### src/design/doubly_linked_list_position_ops_macros.svh
// Assertion helpers shared by the list sequencer and its allocator.
// Both expect i_clk and an active-low i_rst_n in the using module.
`ifndef DOUBLY_LINKED_LIST_POSITION_OPS_MACROS_SVH
`define DOUBLY_LINKED_LIST_POSITION_OPS_MACROS_SVH

// Same-cycle implication
`define DLLPO_ASSERT_NOW(lbl, ante, cons, msg) \
    lbl: assert property (@(posedge i_clk) disable iff (!i_rst_n) (ante) |-> (cons)) \
        else $error(msg);

// Next-cycle implication
`define DLLPO_ASSERT_NEXT(lbl, ante, cons, msg) \
    lbl: assert property (@(posedge i_clk) disable iff (!i_rst_n) (ante) |=> (cons)) \
        else $error(msg);

`endif

### src/design/dllpo_pkg.sv
`default_nettype none

package dllpo_pkg;

    // Pool geometry
    localparam int CAPACITY    = 32;
    localparam int VALUE_WIDTH = 32;
    localparam int IDX_W       = (CAPACITY > 1) ? $clog2(CAPACITY) : 1;
    localparam int LINK_W      = $clog2(CAPACITY + 1);
    localparam logic [LINK_W-1:0] NIL = LINK_W'(CAPACITY);

    // Command codes
    typedef enum logic [2:0] {
        OP_INS_HEAD = 3'd0,
        OP_INS_TAIL = 3'd1,
        OP_INS_POS  = 3'd2,
        OP_DEL_HEAD = 3'd3,
        OP_DEL_TAIL = 3'd4,
        OP_DEL_POS  = 3'd5
    } t_opcode;

    // Result codes
    typedef enum logic [1:0] {
        STAT_OK    = 2'd0,
        STAT_EMPTY = 2'd1,
        STAT_RANGE = 2'd2,
        STAT_FULL  = 2'd3
    } t_status;

    // Sequencer states
    typedef enum logic [2:0] {
        S_IDLE,
        S_WALK,
        S_LINK_NEW,
        S_FIX_NEXT,
        S_FIX_PREV
    } t_state;

    // One link memory entry
    typedef struct packed {
        logic [LINK_W-1:0] nxt;
        logic [LINK_W-1:0] prv;
    } t_link;

    // Node memory access request
    typedef struct packed {
        logic                   rd_en;
        logic [IDX_W-1:0]       rd_addr;
        logic                   val_rd_en;
        logic [IDX_W-1:0]       val_rd_addr;
        logic                   wr_nxt_en;
        logic                   wr_prv_en;
        logic                   wr_val_en;
        logic [IDX_W-1:0]       wr_addr;
        t_link                  wr_link;
        logic [VALUE_WIDTH-1:0] wr_val;
    } t_mem_req;

    // Free map update
    typedef struct packed {
        logic             take;
        logic [IDX_W-1:0] take_idx;
        logic             give;
        logic [IDX_W-1:0] give_idx;
    } t_alloc_cmd;

    // Input word to stored word: sign-extend, keep the low bits
    function automatic logic [VALUE_WIDTH-1:0] to_word(input logic [31:0] v);
        logic [63:0] e;
        e = {{32{v[31]}}, v};
        return e[VALUE_WIDTH-1:0];
    endfunction

    // Stored word to result field: sign-extend, truncate to 32 bits
    function automatic logic [31:0] from_word(input logic [VALUE_WIDTH-1:0] w);
        logic [63:0] e;
        e = 64'(signed'(w));
        return e[31:0];
    endfunction

    // Lowest set bit of the free map
    function automatic logic [IDX_W-1:0] lowest_free(input logic [CAPACITY-1:0] m);
        logic [IDX_W-1:0] idx;
        idx = '0;
        for (int i = CAPACITY - 1; i >= 0; i--) begin
            if (m[i]) idx = IDX_W'(i);
        end
        return idx;
    endfunction

endpackage

`default_nettype wire

### src/design/dllpo_mem.sv
`default_nettype none

module dllpo_mem
    import dllpo_pkg::*;
(
    input  wire logic                   i_clk,
    input  wire t_mem_req               i_req,
    output t_link                       o_link_rd,
    output logic [VALUE_WIDTH-1:0]      o_value_rd
);

    t_link                  r_link_mem  [CAPACITY];
    logic [VALUE_WIDTH-1:0] r_value_mem [CAPACITY];
    t_link                  r_link_rd;
    logic [VALUE_WIDTH-1:0] r_value_rd;

    // Link memory: one read, one write with per-field enables
    always_ff @(posedge i_clk) begin
        if (i_req.rd_en) r_link_rd <= r_link_mem[i_req.rd_addr];
        if (i_req.wr_nxt_en) r_link_mem[i_req.wr_addr].nxt <= i_req.wr_link.nxt;
        if (i_req.wr_prv_en) r_link_mem[i_req.wr_addr].prv <= i_req.wr_link.prv;
    end

    // Value memory: one read, one write
    always_ff @(posedge i_clk) begin
        if (i_req.val_rd_en) r_value_rd <= r_value_mem[i_req.val_rd_addr];
        if (i_req.wr_val_en) r_value_mem[i_req.wr_addr] <= i_req.wr_val;
    end

    assign o_link_rd  = r_link_rd;
    assign o_value_rd = r_value_rd;

endmodule

`default_nettype wire

### src/design/dllpo_alloc.sv
`default_nettype none

`include "doubly_linked_list_position_ops_macros.svh"

module dllpo_alloc
    import dllpo_pkg::*;
(
    input  wire logic             i_clk,
    input  wire logic             i_rst_n,
    input  wire t_alloc_cmd       i_cmd,
    output logic [IDX_W-1:0]      o_idx,
    output logic                  o_full
);

    logic [CAPACITY-1:0] r_free_map;
    logic [CAPACITY-1:0] n_free_map;

    // Claim and release of pool slots
    always_comb begin
        n_free_map = r_free_map;
        if (i_cmd.take) n_free_map[i_cmd.take_idx] = 1'b0;
        if (i_cmd.give) n_free_map[i_cmd.give_idx] = 1'b1;
    end

    always_ff @(posedge i_clk) begin
        if (!i_rst_n) begin
            r_free_map <= '1;
        end else begin
            r_free_map <= n_free_map;
        end
    end

    assign o_idx  = lowest_free(r_free_map);
    assign o_full = ~|r_free_map;

    `DLLPO_ASSERT_NOW(a_take_free, i_cmd.take, r_free_map[i_cmd.take_idx], "claimed slot not free")
    `DLLPO_ASSERT_NOW(a_give_used, i_cmd.give, !r_free_map[i_cmd.give_idx], "released slot free")
    `DLLPO_ASSERT_NOW(a_one_op, i_cmd.take, !i_cmd.give, "claim and release together")

endmodule

`default_nettype wire

### src/design/doubly_linked_list_position_ops.sv
// Channel   | Signals                                  | Handshake
// ----------+------------------------------------------+------------------------------
// command   | i_opcode, i_value, i_position            | taken when start && !busy
// result    | o_status, o_result_value                 | o_valid for one cycle
//
// After the accept cycle a walk visits one node per cycle (up to CAPACITY) on the
// link read port; an insert then writes in S_LINK_NEW, S_FIX_NEXT, S_FIX_PREV, a
// delete in S_FIX_NEXT, S_FIX_PREV. Errors found at accept answer next cycle.
// The result strobe follows the last update cycle; busy drops at the same time.
// Synchronous active-low reset empties the list and frees every slot at once.
// Results cannot be stalled; each one is valid for exactly one cycle.
`default_nettype none

`include "doubly_linked_list_position_ops_macros.svh"

module doubly_linked_list_position_ops
    import dllpo_pkg::*;
(
    input  wire logic               i_clk,
    input  wire logic               i_rst_n,
    input  wire logic               start,
    output logic                    busy,
    input  wire logic [2:0]         i_opcode,
    input  wire logic signed [31:0] i_value,
    input  wire logic [7:0]         i_position,
    output logic                    o_valid,
    output logic [1:0]              o_status,
    output logic signed [31:0]      o_result_value
);

    t_state                  r_state, n_state;
    logic [VALUE_WIDTH-1:0]  r_value, n_value;
    logic [7:0]              r_left, n_left;
    logic                    r_tail_mode, n_tail_mode;
    logic                    r_is_ins, n_is_ins;
    logic [IDX_W-1:0]        r_new, n_new;
    logic [LINK_W-1:0]       r_cur, n_cur;
    logic [LINK_W-1:0]       r_nn, n_nn;     // new node: next
    logic [LINK_W-1:0]       r_np, n_np;     // new node: prev
    logic [LINK_W-1:0]       r_pn, n_pn;     // node whose next is fixed (NIL: head)
    logic [LINK_W-1:0]       r_pv, n_pv;
    logic [LINK_W-1:0]       r_fn, n_fn;     // node whose prev is fixed (NIL: none)
    logic [LINK_W-1:0]       r_fv, n_fv;
    logic [LINK_W-1:0]       r_head, n_head;
    logic                    r_valid, n_valid;
    t_status                 r_status, n_status;
    logic [31:0]             r_result, n_result;

    t_mem_req                mem_req;
    t_link                   link_rd;
    logic [VALUE_WIDTH-1:0]  value_rd;
    t_alloc_cmd              alloc_cmd;
    logic [IDX_W-1:0]        free_idx;
    logic                    pool_full;
    logic                    list_empty;
    logic                    found;

    dllpo_mem u_mem (
        .i_clk      (i_clk),
        .i_req      (mem_req),
        .o_link_rd  (link_rd),
        .o_value_rd (value_rd)
    );

    dllpo_alloc u_alloc (
        .i_clk   (i_clk),
        .i_rst_n (i_rst_n),
        .i_cmd   (alloc_cmd),
        .o_idx   (free_idx),
        .o_full  (pool_full)
    );

    assign list_empty = (r_head == NIL);
    assign found      = r_tail_mode ? (link_rd.nxt == NIL) : (r_left == 8'd0);

    // State register and control
    always_ff @(posedge i_clk) begin
        if (!i_rst_n) begin
            r_state  <= S_IDLE;
            r_head   <= NIL;
            r_valid  <= 1'b0;
            r_status <= STAT_OK;
            r_result <= '0;
        end else begin
            r_state  <= n_state;
            r_head   <= n_head;
            r_valid  <= n_valid;
            r_status <= n_status;
            r_result <= n_result;
        end
    end

    // Transaction payload and walk registers
    always_ff @(posedge i_clk) begin
        r_value     <= n_value;
        r_left      <= n_left;
        r_tail_mode <= n_tail_mode;
        r_is_ins    <= n_is_ins;
        r_new       <= n_new;
        r_cur       <= n_cur;
        r_nn        <= n_nn;
        r_np        <= n_np;
        r_pn        <= n_pn;
        r_pv        <= n_pv;
        r_fn        <= n_fn;
        r_fv        <= n_fv;
    end

    // Sequencer: decode, walk, relink
    always_comb begin
        n_state     = r_state;
        n_value     = r_value;
        n_left      = r_left;
        n_tail_mode = r_tail_mode;
        n_is_ins    = r_is_ins;
        n_new       = r_new;
        n_cur       = r_cur;
        n_nn        = r_nn;
        n_np        = r_np;
        n_pn        = r_pn;
        n_pv        = r_pv;
        n_fn        = r_fn;
        n_fv        = r_fv;
        n_head      = r_head;
        n_valid     = 1'b0;
        n_status    = r_status;
        n_result    = r_result;
        mem_req     = '0;
        alloc_cmd   = '0;

        unique case (r_state)
            S_IDLE: begin
                if (start) begin
                    n_value = to_word(i_value);
                    n_new   = free_idx;
                    unique case (i_opcode) inside
                        OP_INS_HEAD, OP_INS_TAIL, OP_INS_POS: begin
                            n_is_ins = 1'b1;
                            if (pool_full) begin
                                n_valid  = 1'b1;
                                n_status = STAT_FULL;
                                n_result = '0;
                            end else if (i_opcode == OP_INS_HEAD || list_empty ||
                                         (i_opcode == OP_INS_POS && i_position == 8'd1)) begin
                                // new node becomes the head
                                n_nn    = r_head;
                                n_np    = NIL;
                                n_pn    = NIL;
                                n_pv    = LINK_W'(free_idx);
                                n_fn    = r_head;
                                n_fv    = LINK_W'(free_idx);
                                n_state = S_LINK_NEW;
                            end else begin
                                n_tail_mode     = (i_opcode == OP_INS_TAIL);
                                n_left          = (i_position <= 8'd2) ? 8'd0
                                                                       : i_position - 8'd2;
                                n_cur           = r_head;
                                mem_req.rd_en   = 1'b1;
                                mem_req.rd_addr = r_head[IDX_W-1:0];
                                n_state         = S_WALK;
                            end
                        end
                        OP_DEL_HEAD, OP_DEL_TAIL, OP_DEL_POS: begin
                            n_is_ins = 1'b0;
                            if (list_empty) begin
                                n_valid  = 1'b1;
                                n_status = STAT_EMPTY;
                                n_result = '0;
                            end else if (i_opcode == OP_DEL_POS && i_position == 8'd0) begin
                                n_valid  = 1'b1;
                                n_status = STAT_RANGE;
                                n_result = '0;
                            end else begin
                                n_tail_mode     = (i_opcode == OP_DEL_TAIL);
                                n_left          = (i_opcode == OP_DEL_POS) ? i_position - 8'd1
                                                                           : 8'd0;
                                n_cur           = r_head;
                                mem_req.rd_en   = 1'b1;
                                mem_req.rd_addr = r_head[IDX_W-1:0];
                                n_state         = S_WALK;
                            end
                        end
                        default: begin
                            // unused opcodes: no change
                            n_valid  = 1'b1;
                            n_status = STAT_OK;
                            n_result = '0;
                        end
                    endcase
                end
            end

            S_WALK: begin
                if (found) begin
                    if (r_is_ins) begin
                        // link after the found node
                        n_nn    = link_rd.nxt;
                        n_np    = r_cur;
                        n_pn    = r_cur;
                        n_pv    = LINK_W'(r_new);
                        n_fn    = link_rd.nxt;
                        n_fv    = LINK_W'(r_new);
                        n_state = S_LINK_NEW;
                    end else begin
                        // unlink the found node, fetch its value
                        n_pn                = link_rd.prv;
                        n_pv                = link_rd.nxt;
                        n_fn                = link_rd.nxt;
                        n_fv                = link_rd.prv;
                        mem_req.val_rd_en   = 1'b1;
                        mem_req.val_rd_addr = r_cur[IDX_W-1:0];
                        n_state             = S_FIX_NEXT;
                    end
                end else if (link_rd.nxt == NIL) begin
                    n_valid  = 1'b1;
                    n_status = STAT_RANGE;
                    n_result = '0;
                    n_state  = S_IDLE;
                end else begin
                    n_cur           = link_rd.nxt;
                    mem_req.rd_en   = 1'b1;
                    mem_req.rd_addr = link_rd.nxt[IDX_W-1:0];
                    if (!r_tail_mode) n_left = r_left - 8'd1;
                end
            end

            S_LINK_NEW: begin
                mem_req.wr_nxt_en   = 1'b1;
                mem_req.wr_prv_en   = 1'b1;
                mem_req.wr_val_en   = 1'b1;
                mem_req.wr_addr     = r_new;
                mem_req.wr_link.nxt = r_nn;
                mem_req.wr_link.prv = r_np;
                mem_req.wr_val      = r_value;
                alloc_cmd.take      = 1'b1;
                alloc_cmd.take_idx  = r_new;
                n_state             = S_FIX_NEXT;
            end

            S_FIX_NEXT: begin
                if (r_pn == NIL) begin
                    n_head = r_pv;
                end else begin
                    mem_req.wr_nxt_en   = 1'b1;
                    mem_req.wr_addr     = r_pn[IDX_W-1:0];
                    mem_req.wr_link.nxt = r_pv;
                end
                n_state = S_FIX_PREV;
            end

            S_FIX_PREV: begin
                if (r_fn != NIL) begin
                    mem_req.wr_prv_en   = 1'b1;
                    mem_req.wr_addr     = r_fn[IDX_W-1:0];
                    mem_req.wr_link.prv = r_fv;
                end
                if (!r_is_ins) begin
                    alloc_cmd.give     = 1'b1;
                    alloc_cmd.give_idx = r_cur[IDX_W-1:0];
                end
                n_valid  = 1'b1;
                n_status = STAT_OK;
                n_result = r_is_ins ? from_word(r_value) : from_word(value_rd);
                n_state  = S_IDLE;
            end

            default: n_state = S_IDLE;
        endcase
    end

    assign busy           = (r_state != S_IDLE);
    assign o_valid        = r_valid;
    assign o_status       = r_status;
    assign o_result_value = r_result;

    `DLLPO_ASSERT_NOW(a_valid_idle, o_valid, !busy, "result while busy")
    `DLLPO_ASSERT_NOW(a_walk_live, r_state == S_WALK, r_cur != NIL, "walk on null link")
    `DLLPO_ASSERT_NOW(a_err_zero, o_valid && o_status != STAT_OK, o_result_value == 32'd0,
                      "nonzero value on error")
    `DLLPO_ASSERT_NEXT(a_full_rej, start && !busy && pool_full && i_opcode == OP_INS_HEAD,
                       o_valid && o_status == STAT_FULL, "full pool not reported")

endmodule

`default_nettype wire

### config.mk
export PLATFORM = sky130hd
export DESIGN_NAME = doubly_linked_list_position_ops
export DESIGN_NICKNAME = d
export VERILOG_FILES = /design/src/design/dllpo_pkg.sv /design/src/design/dllpo_mem.sv /design/src/design/dllpo_alloc.sv /design/src/design/doubly_linked_list_position_ops.sv
export VERILOG_INCLUDE_DIRS = /design/src /design/src/design
export SDC_FILE = /design/constraint.sdc
export NUM_CORES = 2
export LEC_CHECK = 0
export BUFFER_PORTS_ARGS = -buffer_cell sky130_fd_sc_hd__buf_2
export CAP_MARGIN = 25
export CORE_UTILIZATION = 53
export CTS_BUF_LIST = sky130_fd_sc_hd__clkbuf_8
export CTS_CLUSTER_SIZE = 40
export DETAILED_ROUTE_END_ITERATION = 10
export MAX_ROUTING_LAYER = met4
export PLACE_DENSITY = 0.69
export SYNTH_ARGS = -nofsm -noshare
export SYNTH_HDL_FRONTEND = slang
export SYNTH_SLANG_ARGS = --single-unit
### constraint.sdc
create_clock -name i_clk -period 8.4 [get_ports i_clk]
set_input_delay 0 -clock i_clk [delete_from_list [all_inputs] [get_ports i_clk]]
set_output_delay 0 -clock i_clk [all_outputs]
set_load 0.03 [all_outputs]
==> impl_results.md <==
- Number of synthesized flops with an enable pin: roughly 1500
- Synth async-reset ratio: 0
- Pre-CTS WS: between 2000 and 3000 ps
- Starting Density: 0.534
- Syn nets: just under 4000
- DR vias/cell: roughly 6.3
- Arr. time, crit path: roughly 6300 ps
- Clk root buf: clkbuf_8
- Total CTS buffers: 240
- CP cell instances: nand2_1 > a21oi_1 > nor2b_4 > buf_4 > and2_4 > buf_12 > mux4_2 > a22oi_1 > a22oi_1 > o21a_1
- Bufs on Longest Clock Path: 3
- Synthesized instance count: ~3800
- Most used routing layer: met2
- Die width: ~350 µm
- Highest clock rate: about 0.18 GHz
- Drt total wl: 169 mm
- Remaining global-route overflow: 0
- R2R cell count: 10
- Crit path top cell by count: a22oi_1
- TritonCTS clock tree: done
- DIE HEIGHT: approximately 350 µm
- Syn Area/Cell: around 17 µm²
- I/O pin total: 82
- Number of global-route vias before repair: approximately 36000
- H-tree Lvls: 4
- Combinational share of power: 0.080
- Worst VDD drop: approximately 0.23 mV
- Minimum clock period: between 5000 and 6000 ps
- Commonest cells after routing, fill and taps aside: 1541 x edfxtp_1, 407 x nand2_1, 256 x clkbuf_8, 249 x mux2i_1, 199 x nor2_1
- Psw: between 4 and 5 mW
- Clock Skew: between 50 and 60 ps
- Pre-Repair DR Iteration Count: 6
- CP Buf/Inv Count: 2
- Final HPWL DP: around 90 mm
- Overall Power: about 16 mW
- Netlist Area Pre-Place: approximately 0.064 mm²
- Sequential power share: 0.556
- ANT nets after route: 0
- Worst path max stage delay: approximately 760 ps
- Finish-stage setup viols: 0
- Post_cts resized: 0
- Most frequently used flop master after synthesis: edfxtp_1
- Stages on worst setup path: 10
- Worst Path Required: between 9000 and 10000 ps
- Hold Worst Slack: around 110 ps
- Row count: 127
- Pwr/cell area: approximately 230 mW/mm²
- NumNets Final: slightly above 4000
- Synth-to-Final Area Change: 12.5%
- Switching Fraction: 0.245
- WL/cell: ~29 µm
- Final hold violations: 0
- M3 GR Usage: 0.0482
- Crit. End Element: register
- Remaining DRCs: 0
- Clk Latency, worst-skew pair: 970 ps
- Slowest-stage cell, CP: buf_4
- Largest net degree at the start of global routing: between 100 and 150
- First-pass GRT wire length: about 240 mm
- Top delay family on crit path: simple AND/OR/NAND/NOR gates
- Flop2flop setup slack: approximately 2800 ps
- CP Max Fanout: 93
- Synth cell types: 68
- Setup CP Type: register to register
- Worst rel slew slack: 0.254
- Core area: 0.120 mm²
- RSZ-0062 raised after global routing: false
- TNS Setup: 0 ps
- Port Buf Inserts: slightly above 80
- Clock power frac: 0.364
- Worst slew pin tran: about 1100 ps
- Met2 Use GR: 0.438
- Max_cap viols: 0
- Startpoint types: register
- Status: completed
- Max Transition Viols Final: 0
- Cell depth of the worst hold path: 3
- First DRT Iteration DRCs: between 4000 and 5000
- Sequential fraction of the synthesis area: 0.746
- Full die area: roughly 0.12 mm²
- Final Wtd Congestion: between 0.9 and 1
- # clock sinks: about 1600
- Clk slew on worst S/H paths: around 60 ps
- Static Leakage: approximately 25 nW
- Fraction of layout cells with a size suffix above 1: 0.172
- Fin crit share: 0.664
- Final WS setup: 2820 ps
- Most common cell after layout, fill and taps aside: edfxtp_1
- Met1 Usage GRT: 0.379
- Internal power: about 12 mW
- Antenna violations before repair: 5
- Vias: about 37000
- Gr usage total: 0.284
- Min-Delay Path Class: input pin to register
- Flops & latches, synth: roughly 1600
- Number of synthesis warnings: 0
[cells by family (layout without fill, tap and decap cells)]
group           after synthesis  after routing  share of synthesized area
flops                      1617           1617                      0.746
simple gates                916            916                     0.0643
compound gates              591            591                     0.0639
mux                         442            442                      0.107
buf+inv                     248            718                     0.0166
xor+xnor                      7              7                   0.000957
fa+ha+maj                     6              6                    0.00117
other cells                   0              2                          0
[metrics by stage]
stage	util	instances	area (µm²)
after floorplan	-	3827	64000
after global placement	0.555	5375	66500
after detailed placement	0.555	5377	66500
after CTS	0.600	5900	71800
after global routing	0.601	5911	72000
final	0.601	5911	72000
[area by class of cell]
cell class	instances	area (µm²)
Clock buffer	256	3520
Fill cell	8773	47800
Inverter	21	78.8
Sequential cell	1617	47800
Clock inverter	177	941
Tap cell	1612	2020
Timing Repair Buffer	264	2210
Antenna cell	2	5.00
Multi-Input combinational cell	1962	15500
[state kept, by name, indices dropped and copies added, names as in the netlist, 8 cells and up]
register	count
r_left	8
u_mem.r_link_mem	384
u_mem.r_value_mem	1024
u_mem.o_value_rd	32
u_alloc.r_free_map	32
r_value	32
u_mem.o_link_rd	12
o_result_value	32
[worst min-delay path, delay by kind of cell]
family	cells	cell delay, ps
buffers and inverters	2	870
AND/OR/NAND/NOR	1	130
[power by group through the flow]
stage / sequential (mW) / clock [mW] / combinational [mW]
2_1_floorplan: 9.29 / 0 / 0.780
3_3_place_gp: 9.33 / 0 / 1.22
3_5_place_dp: 9.33 / 0 / 1.24
4_1_cts: 9.16 / 6.06 / 1.28
5_1_grt: 9.17 / 6.38 / 1.39
6_report: 9.16 / 6.00 / 1.31
[routing by layer]
metal	routed length (µm)	vias to the layer above	share of wire
met4	6050	0	0.036
met3	16400	365	0.097
met1	65400	19000	0.39
met2	80800	2214	0.48
li1	-	15800	-
met5	0	-	0
[cell usage after synthesis (all sizes together) (9+ instances only)]
cell | number | area share
edfxtp | 1541 | 0.72
nand2 | 411 | 0.024
mux2i | 249 | 0.039
nor2 | 234 | 0.014
mux4 | 192 | 0.068
clkbuf | 156 | 0.0091
a21oi | 119 | 0.0093
o21ai | 117 | 0.0091
and3 | 87 | 0.0085
dfxtp | 76 | 0.024
buf | 71 | 0.0063
o221ai | 69 | 0.0094
a22oi | 68 | 0.0088
nand3 | 66 | 0.0052
o211ai | 64 | 0.0076
o21a | 36 | 0.0042
nand4 | 27 | 0.0034
a311oi | 25 | 0.0034
nor4 | 24 | 0.0026
a211oi | 19 | 0.0022
inv | 19 | 0.0011
a22o | 16 | 0.0022
nand2b | 15 | 0.0015
nor3 | 15 | 0.0012
o22ai | 15 | 0.0016
a2111oi | 11 | 0.0021
and2 | 9 | 0.00088
o31ai | 9 | 0.0011
[what timing repair did]
action | in CTS | in global routing
buffers inserted | 0 | 0
endpoints found under the hold margin | 84 | 0
hold buffers | 90 | 0
[final timing paths]
path	start	endpoint
worst max-delay path	r_state[0]	u_mem.o_value_rd[7]
worst min-delay path	i_rst_n	r_head[5]
worst max register to register	r_state[0]	u_mem.o_value_rd[7]
worst min register to register	o_status[1]	o_status[1]
No activity file was read; power rests on OpenSTA's default activity.
